===== src/rtl/sbcg_pkg.sv =====
// Shared types and codes for the sound board control glue.
package sbcg_pkg;

    // Item kinds on the input channel
    localparam logic [3:0] KIND_TICK      = 4'd0;
    localparam logic [3:0] KIND_COMMAND   = 4'd1;
    localparam logic [3:0] KIND_RATE      = 4'd2;
    localparam logic [3:0] KIND_CONTROL   = 4'd3;
    localparam logic [3:0] KIND_AY_LATCH  = 4'd4;
    localparam logic [3:0] KIND_DAC_VOL   = 4'd5;
    localparam logic [3:0] KIND_DAC_DATA  = 4'd6;
    localparam logic [3:0] KIND_YM_WRITE  = 4'd7;
    localparam logic [3:0] KIND_DAC_NMI   = 4'd8;

    // Event codes on the result channel
    localparam logic [2:0] EV_NONE        = 3'd0;
    localparam logic [2:0] EV_SOUND_NMI   = 3'd1;
    localparam logic [2:0] EV_CMD_IRQ     = 3'd2;
    localparam logic [2:0] EV_AY_WRITE    = 3'd3;
    localparam logic [2:0] EV_DAC_UPDATE  = 3'd4;
    localparam logic [2:0] EV_YM_WRITE    = 3'd5;
    localparam logic [2:0] EV_DAC_NMI     = 3'd6;

    // Board generation modes
    localparam logic MODE_AY = 1'b0;
    localparam logic MODE_YM = 1'b1;

    localparam logic [5:0] CMD_MASK      = 6'h3f;
    localparam logic [3:0] CMD_IGNORE    = 4'hf;
    localparam logic [8:0] TIMER_FULL    = 9'd256;

    typedef struct packed {
        logic [3:0] kind;
        logic [7:0] data;
    } t_item;

    typedef struct packed {
        logic [2:0]  event_res;
        logic [15:0] value;
        logic        ay_chip;
        logic        ay_is_address;
        logic        ym_is_data;
    } t_result;

endpackage


===== src/rtl/sbcg_core.sv =====
// Board state and combinational decode of one bus write or tick.
module sbcg_core (
    input  logic            i_clk,
    input  logic            i_rst_n,
    input  logic            i_fire,
    input  logic            i_mode,
    input  sbcg_pkg::t_item i_item,
    output sbcg_pkg::t_result o_result
);
    import sbcg_pkg::*;

    logic [7:0] r_rate,   n_rate;
    logic [7:0] r_ay_lat, n_ay_lat;
    logic       r_strobe, n_strobe;
    logic       r_run,    n_run;
    logic [8:0] r_period, n_period;
    logic [8:0] r_remain, n_remain;
    logic [7:0] r_vol,    n_vol;
    logic [7:0] r_smp,    n_smp;
    logic       r_ym_sel, n_ym_sel;

    logic [5:0]  cmd;
    logic [15:0] product;
    logic [7:0]  d;

    assign d       = i_item.data;
    assign cmd     = (~d[5:0]) & CMD_MASK;
    // DAC product uses the volume/sample after this beat's update
    assign product = 16'(n_vol) * 16'(n_smp);

    always_comb begin
        n_rate   = r_rate;
        n_ay_lat = r_ay_lat;
        n_strobe = r_strobe;
        n_run    = r_run;
        n_period = r_period;
        n_remain = r_remain;
        n_vol    = r_vol;
        n_smp    = r_smp;
        n_ym_sel = r_ym_sel;
        o_result = '0;
        case (i_item.kind)
            KIND_TICK: begin
                if (r_run) begin
                    if (r_remain <= 9'd1) begin
                        n_remain           = r_period;
                        o_result.event_res = EV_SOUND_NMI;
                    end else begin
                        n_remain = r_remain - 9'd1;
                    end
                end
            end
            KIND_COMMAND: begin
                if (cmd[3:0] != CMD_IGNORE) begin
                    o_result.event_res = EV_CMD_IRQ;
                    o_result.value     = 16'(cmd);
                end
            end
            KIND_RATE: n_rate = d;
            KIND_CONTROL: begin
                n_run = 1'b0;
                if (d[0]) begin
                    n_period = TIMER_FULL - {1'b0, r_rate};
                    n_remain = TIMER_FULL - {1'b0, r_rate};
                    n_run    = 1'b1;
                end
                if (i_mode == MODE_AY) begin
                    if (r_strobe && !d[2]) begin
                        o_result.event_res     = EV_AY_WRITE;
                        o_result.value         = 16'(r_ay_lat);
                        o_result.ay_chip       = ~d[3];
                        o_result.ay_is_address = d[4];
                    end
                    n_strobe = d[2];
                end else begin
                    n_ym_sel = d[7];
                end
            end
            KIND_AY_LATCH: n_ay_lat = d;
            KIND_DAC_VOL: begin
                n_vol              = ~d;
                o_result.event_res = EV_DAC_UPDATE;
                o_result.value     = product;
            end
            KIND_DAC_DATA: begin
                n_smp              = d;
                o_result.event_res = EV_DAC_UPDATE;
                o_result.value     = product;
            end
            KIND_YM_WRITE: begin
                o_result.event_res  = EV_YM_WRITE;
                o_result.value      = 16'(d);
                o_result.ym_is_data = r_ym_sel;
            end
            KIND_DAC_NMI: o_result.event_res = EV_DAC_NMI;
            default: ;
        endcase
    end

    always_ff @(posedge i_clk) begin
        if (!i_rst_n) begin
            r_rate   <= '0;
            r_ay_lat <= '0;
            r_strobe <= 1'b0;
            r_run    <= 1'b0;
            r_period <= TIMER_FULL;
            r_remain <= TIMER_FULL;
            r_vol    <= '0;
            r_smp    <= '0;
            r_ym_sel <= 1'b0;
        end else if (i_fire) begin
            r_rate   <= n_rate;
            r_ay_lat <= n_ay_lat;
            r_strobe <= n_strobe;
            r_run    <= n_run;
            r_period <= n_period;
            r_remain <= n_remain;
            r_vol    <= n_vol;
            r_smp    <= n_smp;
            r_ym_sel <= n_ym_sel;
        end
    end

    // Countdown always sits in 1..period
    a_remain_range: assert property (@(posedge i_clk) disable iff (!i_rst_n)
        r_remain != 9'd0 && r_remain <= r_period)
        else $error("timer remaining out of range");

    // Period never exceeds a full 256-tick cycle and is never zero
    a_period_range: assert property (@(posedge i_clk) disable iff (!i_rst_n)
        r_period != 9'd0 && r_period <= TIMER_FULL)
        else $error("timer period out of range");

    // State only moves on a processed beat
    a_hold_idle: assert property (@(posedge i_clk) disable iff (!i_rst_n)
        !i_fire |=> $stable(r_remain) && $stable(r_run) && $stable(r_strobe))
        else $error("state changed without a beat");

endmodule


===== src/rtl/sound_board_control_glue_unit.sv =====
// Top level of the sound board control glue: handshakes, mode register, result register.
// Flow: an accepted beat waits in the input register while it is decoded; its result is then
//   loaded into the result register and offered on o_out_valid until the sink takes it.
// Throughput: one beat per cycle while the sink does not stall; set by the single decode
//   stage feeding the result register, with the 8x8 DAC multiply as the longest path.
// Reset (i_rst_n low, synchronous): both stages empty, mode 0, timer stopped
//   with a 256-tick period, all latches and DAC registers zero.
module sound_board_control_glue_unit (
    input  logic               i_clk,
    input  logic               i_rst_n,
    // input channel
    input  logic               i_in_valid,
    input  sbcg_pkg::t_item    i_in_data,
    output logic               o_in_stall,
    // result channel
    output logic               o_out_valid,
    output sbcg_pkg::t_result  o_out_data,
    input  logic               i_out_stall,
    // mode register write
    input  logic               i_cfg_valid,
    input  logic               i_cfg_data,
    output logic               o_cfg_ready
);
    import sbcg_pkg::*;

    // Input register: holds the beat being decoded this cycle
    logic    r_in_valid;
    t_item   r_in_item;
    // Result register: holds the finished beat until the sink takes it
    logic    r_out_valid;
    t_result r_out_data;
    logic    r_mode;

    logic    out_free;   // result register can be loaded this cycle
    logic    fire;       // decode the beat in the input register
    logic    in_take;    // accept a new beat into the input register
    t_result result;

    assign out_free   = !r_out_valid || !i_out_stall;
    assign fire       = r_in_valid && out_free;
    // Input register frees up whenever its beat moves on to the result register
    assign o_in_stall = r_in_valid && !out_free;
    assign in_take    = i_in_valid && !o_in_stall;

    assign o_cfg_ready = 1'b1;
    assign o_out_valid = r_out_valid;
    assign o_out_data  = r_out_data;

    sbcg_core u_core (
        .i_clk    (i_clk),
        .i_rst_n  (i_rst_n),
        .i_fire   (fire),
        .i_mode   (r_mode),
        .i_item   (r_in_item),
        .o_result (result)
    );

    always_ff @(posedge i_clk) begin
        if (!i_rst_n) begin
            r_in_valid  <= 1'b0;
            r_out_valid <= 1'b0;
            r_mode      <= MODE_AY;
        end else begin
            if (i_cfg_valid && o_cfg_ready) begin
                r_mode <= i_cfg_data;
            end
            if (in_take) begin
                r_in_valid <= 1'b1;
            end else if (fire) begin
                r_in_valid <= 1'b0;
            end
            if (fire) begin
                r_out_valid <= 1'b1;
            end else if (!i_out_stall) begin
                r_out_valid <= 1'b0;
            end
        end
    end

    // Payload registers, no reset needed
    always_ff @(posedge i_clk) begin
        if (in_take) begin
            r_in_item <= i_in_data;
        end
        if (fire) begin
            r_out_data <= result;
        end
    end

    // A stalled beat in the input register is never dropped
    a_in_hold: assert property (@(posedge i_clk) disable iff (!i_rst_n)
        r_in_valid && o_in_stall |=> r_in_valid && $stable(r_in_item))
        else $error("input beat lost while stalled");

    // AY selects only ride on an AY write
    a_ay_fields: assert property (@(posedge i_clk) disable iff (!i_rst_n)
        r_out_valid && (r_out_data.ay_chip || r_out_data.ay_is_address)
        |-> r_out_data.event_res == EV_AY_WRITE)
        else $error("AY select on non-AY event");

    // YM port bit only rides on a YM write
    a_ym_field: assert property (@(posedge i_clk) disable iff (!i_rst_n)
        r_out_valid && r_out_data.ym_is_data |-> r_out_data.event_res == EV_YM_WRITE)
        else $error("YM port bit on non-YM event");

    // Every decoded beat lands in the result register
    a_fire_lands: assert property (@(posedge i_clk) disable iff (!i_rst_n)
        fire |=> r_out_valid)
        else $error("decoded beat not registered");

endmodule

===== config.mk =====
export PLATFORM = sky130hd
export DESIGN_NAME = sound_board_control_glue_unit
export DESIGN_NICKNAME = d
export VERILOG_FILES = /design/src/rtl/sbcg_pkg.sv /design/src/rtl/sbcg_core.sv /design/src/rtl/sound_board_control_glue_unit.sv
export SDC_FILE = /design/constraint.sdc
export NUM_CORES = 1
export LEC_CHECK = 0
export BUFFER_PORTS_ARGS = -buffer_cell sky130_fd_sc_hd__buf_2
export CORE_ASPECT_RATIO = 1.4
export CORE_MARGIN = 2
export CORE_UTILIZATION = 38
export CTS_BUF_LIST = sky130_fd_sc_hd__clkbuf_4 sky130_fd_sc_hd__clkbuf_8
export DETAILED_ROUTE_END_ITERATION = 8
export SETUP_SLACK_MARGIN = 0.15
export SLEW_MARGIN = 40
export SYNTH_ARGS = -nofsm -noshare
export SYNTH_HDL_FRONTEND = slang
export SYNTH_SLANG_ARGS = --single-unit
export TNS_END_PERCENT = 30

===== constraint.sdc =====
create_clock -name i_clk -period 5.2 [get_ports i_clk]
set_input_delay 0.52 -clock i_clk [delete_from_list [all_inputs] [get_ports i_clk]]
set_output_delay 0.52 -clock i_clk [all_outputs]
set_load 0.02 [all_outputs]

Word-level counts from Yosys, hierarchy flattened

Cells that the tools add are included.

Add/sub/neg operators: 2
Multiply operators: 1
Order comparisons: 1
Eq/ne operators: 12
Mux-type cells: 18
Bitwise logic cells: 6
Reduce and logical (&&, ||, !) cells: 22

Operator list:

| kind                                                                     | count |
|---|---|
| 16-bit one-hot mux with 4 select lines                                   | 1 |
| 20-bit 2-to-1 mux                                                        | 2 |
| 9-bit 2-to-1 mux                                                         | 3 |
| 18-bit 2-to-1 mux                                                        | 1 |
| 3-bit one-hot mux with 6 select lines                                    | 1 |
| 9-bit one-hot mux with 2 select lines                                    | 1 |
| 4-bit by 3-bit == test with 1-bit output (second input constant)         | 4 |
| 8-bit by 8-bit multiplier with 16-bit output                             | 1 |
| 8-bit 2-to-1 mux                                                         | 2 |
| 9-bit by 1-bit <= comparator with 1-bit output (second input constant)   | 1 |
| 3-bit AND reduction                                                      | 3 |
| 9-bit by 1-bit subtractor with 9-bit output (second input constant)      | 1 |
| 9-bit by 8-bit subtractor with 9-bit output (first input constant)       | 1 |
| 4-bit by 2-bit == test with 1-bit output (second input constant)         | 2 |
| 8-bit inverter                                                           | 1 |
| 1-bit 2-to-1 mux                                                         | 6 |
| 6-bit inverter                                                           | 1 |
| 2-bit AND reduction                                                      | 3 |
| 1-bit logical NOT                                                        | 5 |
| 4-bit by 1-bit == test with 1-bit output (second input constant)         | 1 |
| 4-bit == test (second input constant)                                    | 1 |
| 1-bit logical AND                                                        | 4 |
| 4-bit logical NOT                                                        | 1 |
| 2-bit by 1-bit inequality test with 1-bit output (second input constant) | 2 |
| 9 further kinds                                                          | 13 |

Register bits after elaboration: 90
Bits of input ports: 18
Output and inout port bits: 25
Logic and storage cells: 81

Depth between registers and ports, before layout

Depth in word-level cells: 7
Mapped depth: 20
Mapped depth without buffers: 18

Cells and area by module

Synthesis repeated with hierarchy kept, for this count alone.

Cell total of the unflattened synthesis: 651
Area, all modules: 6279.8 um^2

By module, submodules not included:

| module                        | instances | cells an instance | area each (um^2) | sequential area each (um^2) |
|---|---|---|---|---|
| sbcg_core                     | 1         | 604               | 5127.4           | 1061.0 |
| sound_board_control_glue_unit | 1         | 47                | 1152.4           | 1081.0 |

Worst setup path after synthesis

OpenSTA, ideal clock, no wires.

Path type: reg-to-reg
Start point: reg r_in_item[11] (netlist bit)
End point: reg r_out_data, in the netlist o_out_data[15], data pin
Setup time: 0.269 ns
Data arrival time: 4.937 ns
Required time: 4.931 ns
Slack: -0.005 ns
Cell stages (with the launch flop): 19
Path buffers: 1
Path through: edfxtp_1 -> nand2b_1 -> nor3b_2 -> buf_6 -> mux2i_2 -> or2_1 -> fa_1 -> fa_1 -> inv_1 -> fa_1 -> inv_1 -> fa_1 -> inv_1 -> ha_1 -> nand2_1 -> or3b_2 -> a21oi_1 -> o21ai_0 -> nor3b_1

RTL lines:

| item                     | RTL line                            | RTL |
|---|---|---|
| start: declaration       | sound_board_control_glue_unit.sv:28 | `t_item r_in_item;` |
| start signal: assignment | sound_board_control_glue_unit.sv:83 | `r_in_item <= i_in_data;` |
| end signal: assignment   | sound_board_control_glue_unit.sv:86 | `r_out_data <= result;` |
| end: declaration         | sound_board_control_glue_unit.sv:31 | `t_result r_out_data;` |

==> results.txt <==
Core ar. - 16100 um^2
Initial Util - 0.386
clock-pin slew on the worst setup and hold paths - 0.10 ns
wire length on met2 - 8360 um
setup TNS - 0 ns
Remaining DRCs - 0
top layer in use - met4
drt total wl - 14900 um
share of layout cells above drive strength 1 - 0.224
post-layout min period - 4.96 ns
Die H - 155 um
CTS Sinks - 90
clock skew - 0.0155 ns
WP buf/inv - 6
Pleak - 3.47 nW
Post-synth EDFFs - 34
most common cell in the netlist - nor2_1
Final Util - 0.465
fin area - 7490 um^2
Via density - 5.16
Slew Viols, Final - 0
final critical-path share of the clock period - 0.954
Final Wtd Congestion - 0.855
slew margin rel. - 0.556
worst-skew pair later-pin latency - 0.38 ns
Nets - 825
Layout area overhead - 20.5%
CP Max Fanout - 13
Max Cap Viol - 0
CP required - 5.32 ns
final setup vio count - 0
VDD IR-drop max - 0.200 mV
H-tree level count - 3
pin count of the biggest net entering global routing - 57
Overall Global Routing Usage - 0.179
fin worst setup slack - 0.240 ns
Die Wd - 112 um
largest cells by area after synthesis - dfxtp_1 18%, edfxtp_1 16%, fa_1 12%
mean post-synth cell area - 9.56 um^2
ANT cells - 0
Yosys cell types - 58
via count - 4831
initial antenna violation count - 0
Met3 Routed Length - 358 um
Post-DP Area - 6900 um^2
dpl ws - -0.0116 ns
footprint of the multi-input gates - 3910 um^2
ys async rst share - 0
Root Buffer - clkbuf_8
CP dominant cell by count - fa_1
synthesized flop and latch total - 90
CP cell instances - buf_4, nand4bb_4, buf_12, nor2_1, a21oi_1, buf_4, or2_1, fa_1, fa_1, inv_2, fa_1, inv_2, fa_1, inv_2, ha_4, nand2_4, or3b_4, a21oi_2, o21ai_1, nor3b_1
wire length of the first global-routing pass - 24700 um
CP arrival - 5.08 ns
FMAX - 0.202 GHz
post-DP HPWL - 11300 um
startpoint types - register
Crit-path slowest cell - fa_1
worst hold path type - in -> reg
cts hold-fix bufs - 0
DR WL/cell - 15.9 um
post-synth top area cell - dfxtp_1
post-synth top area share - 0.180
run status - completed
ANT nets after route - 0
delay-heaviest family, CP - adder cells
Post-Syn Area - 6210 um^2
Hold Slack - 0.312 ns
# port buffers - 41
Final Hold Viols - 0
drt first pass iters - 6
DR iter-0 viols - 294
grt ovf - 0
vias in the first global route - 5000
clk buf depth - 2
crit path kind - reg -> reg
Synth Flop Type - dfxtp_1
Gate Count Post-Synth - 650
Net Count, Synth - 743
Worst Setup End Kind - register
row count - 55
Worst path max stage delay - 0.53 ns
post-synthesis sequential area ratio - 0.345
cell area power density - 218 nW/um^2
fillers - 1563
DIE AREA - 17400 um^2
CTS tree - built
unrepaired setup endpoints after global routing - yes
met1 WL - 5700 um
Post-synth top cells - 78 x nor2_1, 59 x inv_1, 56 x dfxtp_1, 52 x nand2_1, 39 x ha_1
CTS buffer count - 9
Reg area - 2140 um^2
yosys warns - 0
worst slew pin tran - 0.665 ns
I/O pin cnt - 43
-- state kept, by name, summed over array words and instances, names as in the netlist --
register and count:
u_core.r_run 1, u_core.r_strobe 1, u_core.r_ym_sel 1, u_core.r_ay_lat 8, u_core.r_vol 8, o_out_valid 1
r_in_item 12, u_core.r_remain 9, u_core.r_smp 8, u_core.r_period 9, u_core.r_rate 8, r_mode 1
r_in_valid 1, o_out_data 22
-- layout make-up --
type / count / area share
Tap cell: 199 / 0.0332
Multi-Input combinational cell: 474 / 0.522
Clock inverter: 7 / 0.0134
Sequential cell: 90 / 0.286
Timing Repair Buffer: 98 / 0.0987
Clock buffer: 9 / 0.0165
Inverter: 59 / 0.0296
-- per-stage QoR --
stage / total power (W) / instances
6_report: 0.00163 / 936
5_1_grt: 0.00171 / 936
4_1_cts: 0.00163 / 921
3_5_place_dp: 0.00107 / 898
3_3_place_gp: 0.00106 / 897
2_1_floorplan: 0.000967 / 650
-- routing by layer --
layer | vias up | GRT usage
li1 | 2384 | -
met1 | 2334 | 0.185
met2 | 79 | 0.351
met3 | 34 | 0.0269
met4 | 0 | 0.0813
met5 | - | 0
-- power by group --
part	total [W]	internal [W]	switching, W	leakage (nW)
Sequential	0.000776	0.000757	0.0000189	0.779
Combinational	0.000312	0.000138	0.000174	2.58
Clock	0.000546	0.000275	0.000271	0.114
-- logic make-up after synthesis --
logic type	share of synthesized area
AOI/OAI and AO/OA	0.136
xor gates and xnor gates	0.0254
adders and majority gates	0.195
buffers and inverters	0.0608
DFF	0.345
muxes	0.0594
other	0.000604
and+or+nand+nor	0.179
-- repair_timing --
item                                    in CTS  in global routing
gates resized for setup                     16                 22
pin swaps                                   13                 25
setup buffers                                7                 15
endpoints found under the setup margin       7                  9
-- placed cells by master (no fill, tap or decap), drive strengths merged, types with 6 or more instances in the layout --
cell type / instances
a21o: 6
a21oi: 27
a31oi: 7
and2: 9
buf: 98
clkbuf: 9
dfxtp: 56
edfxtp: 34
fa: 36
ha: 39
inv: 61
mux2i: 33
nand2: 52
nand3: 15
nor2: 78
nor2b: 31
nor3: 9
o211a: 16
o211ai: 8
o21ai: 27
or2: 15
xnor2: 11
xor2: 7
-- path summary, 6_finish.rpt --
| check | startpoint | to | slack [ns] | cells after the start |
|---|---|---|---|---|
| hold / removal | i_in_data[3] | r_in_item[3] | 0.31 | 1 |
| setup reg to reg | r_in_item[11] | o_out_data[15] | 0.24 | 20 |
| hold reg to reg | u_core.r_period[8] | u_core.r_period[8] | 0.50 | 2 |
| setup / recovery | r_in_item[11] | o_out_data[15] | 0.24 | 20 |
Power figures use the tool's default switching activity.
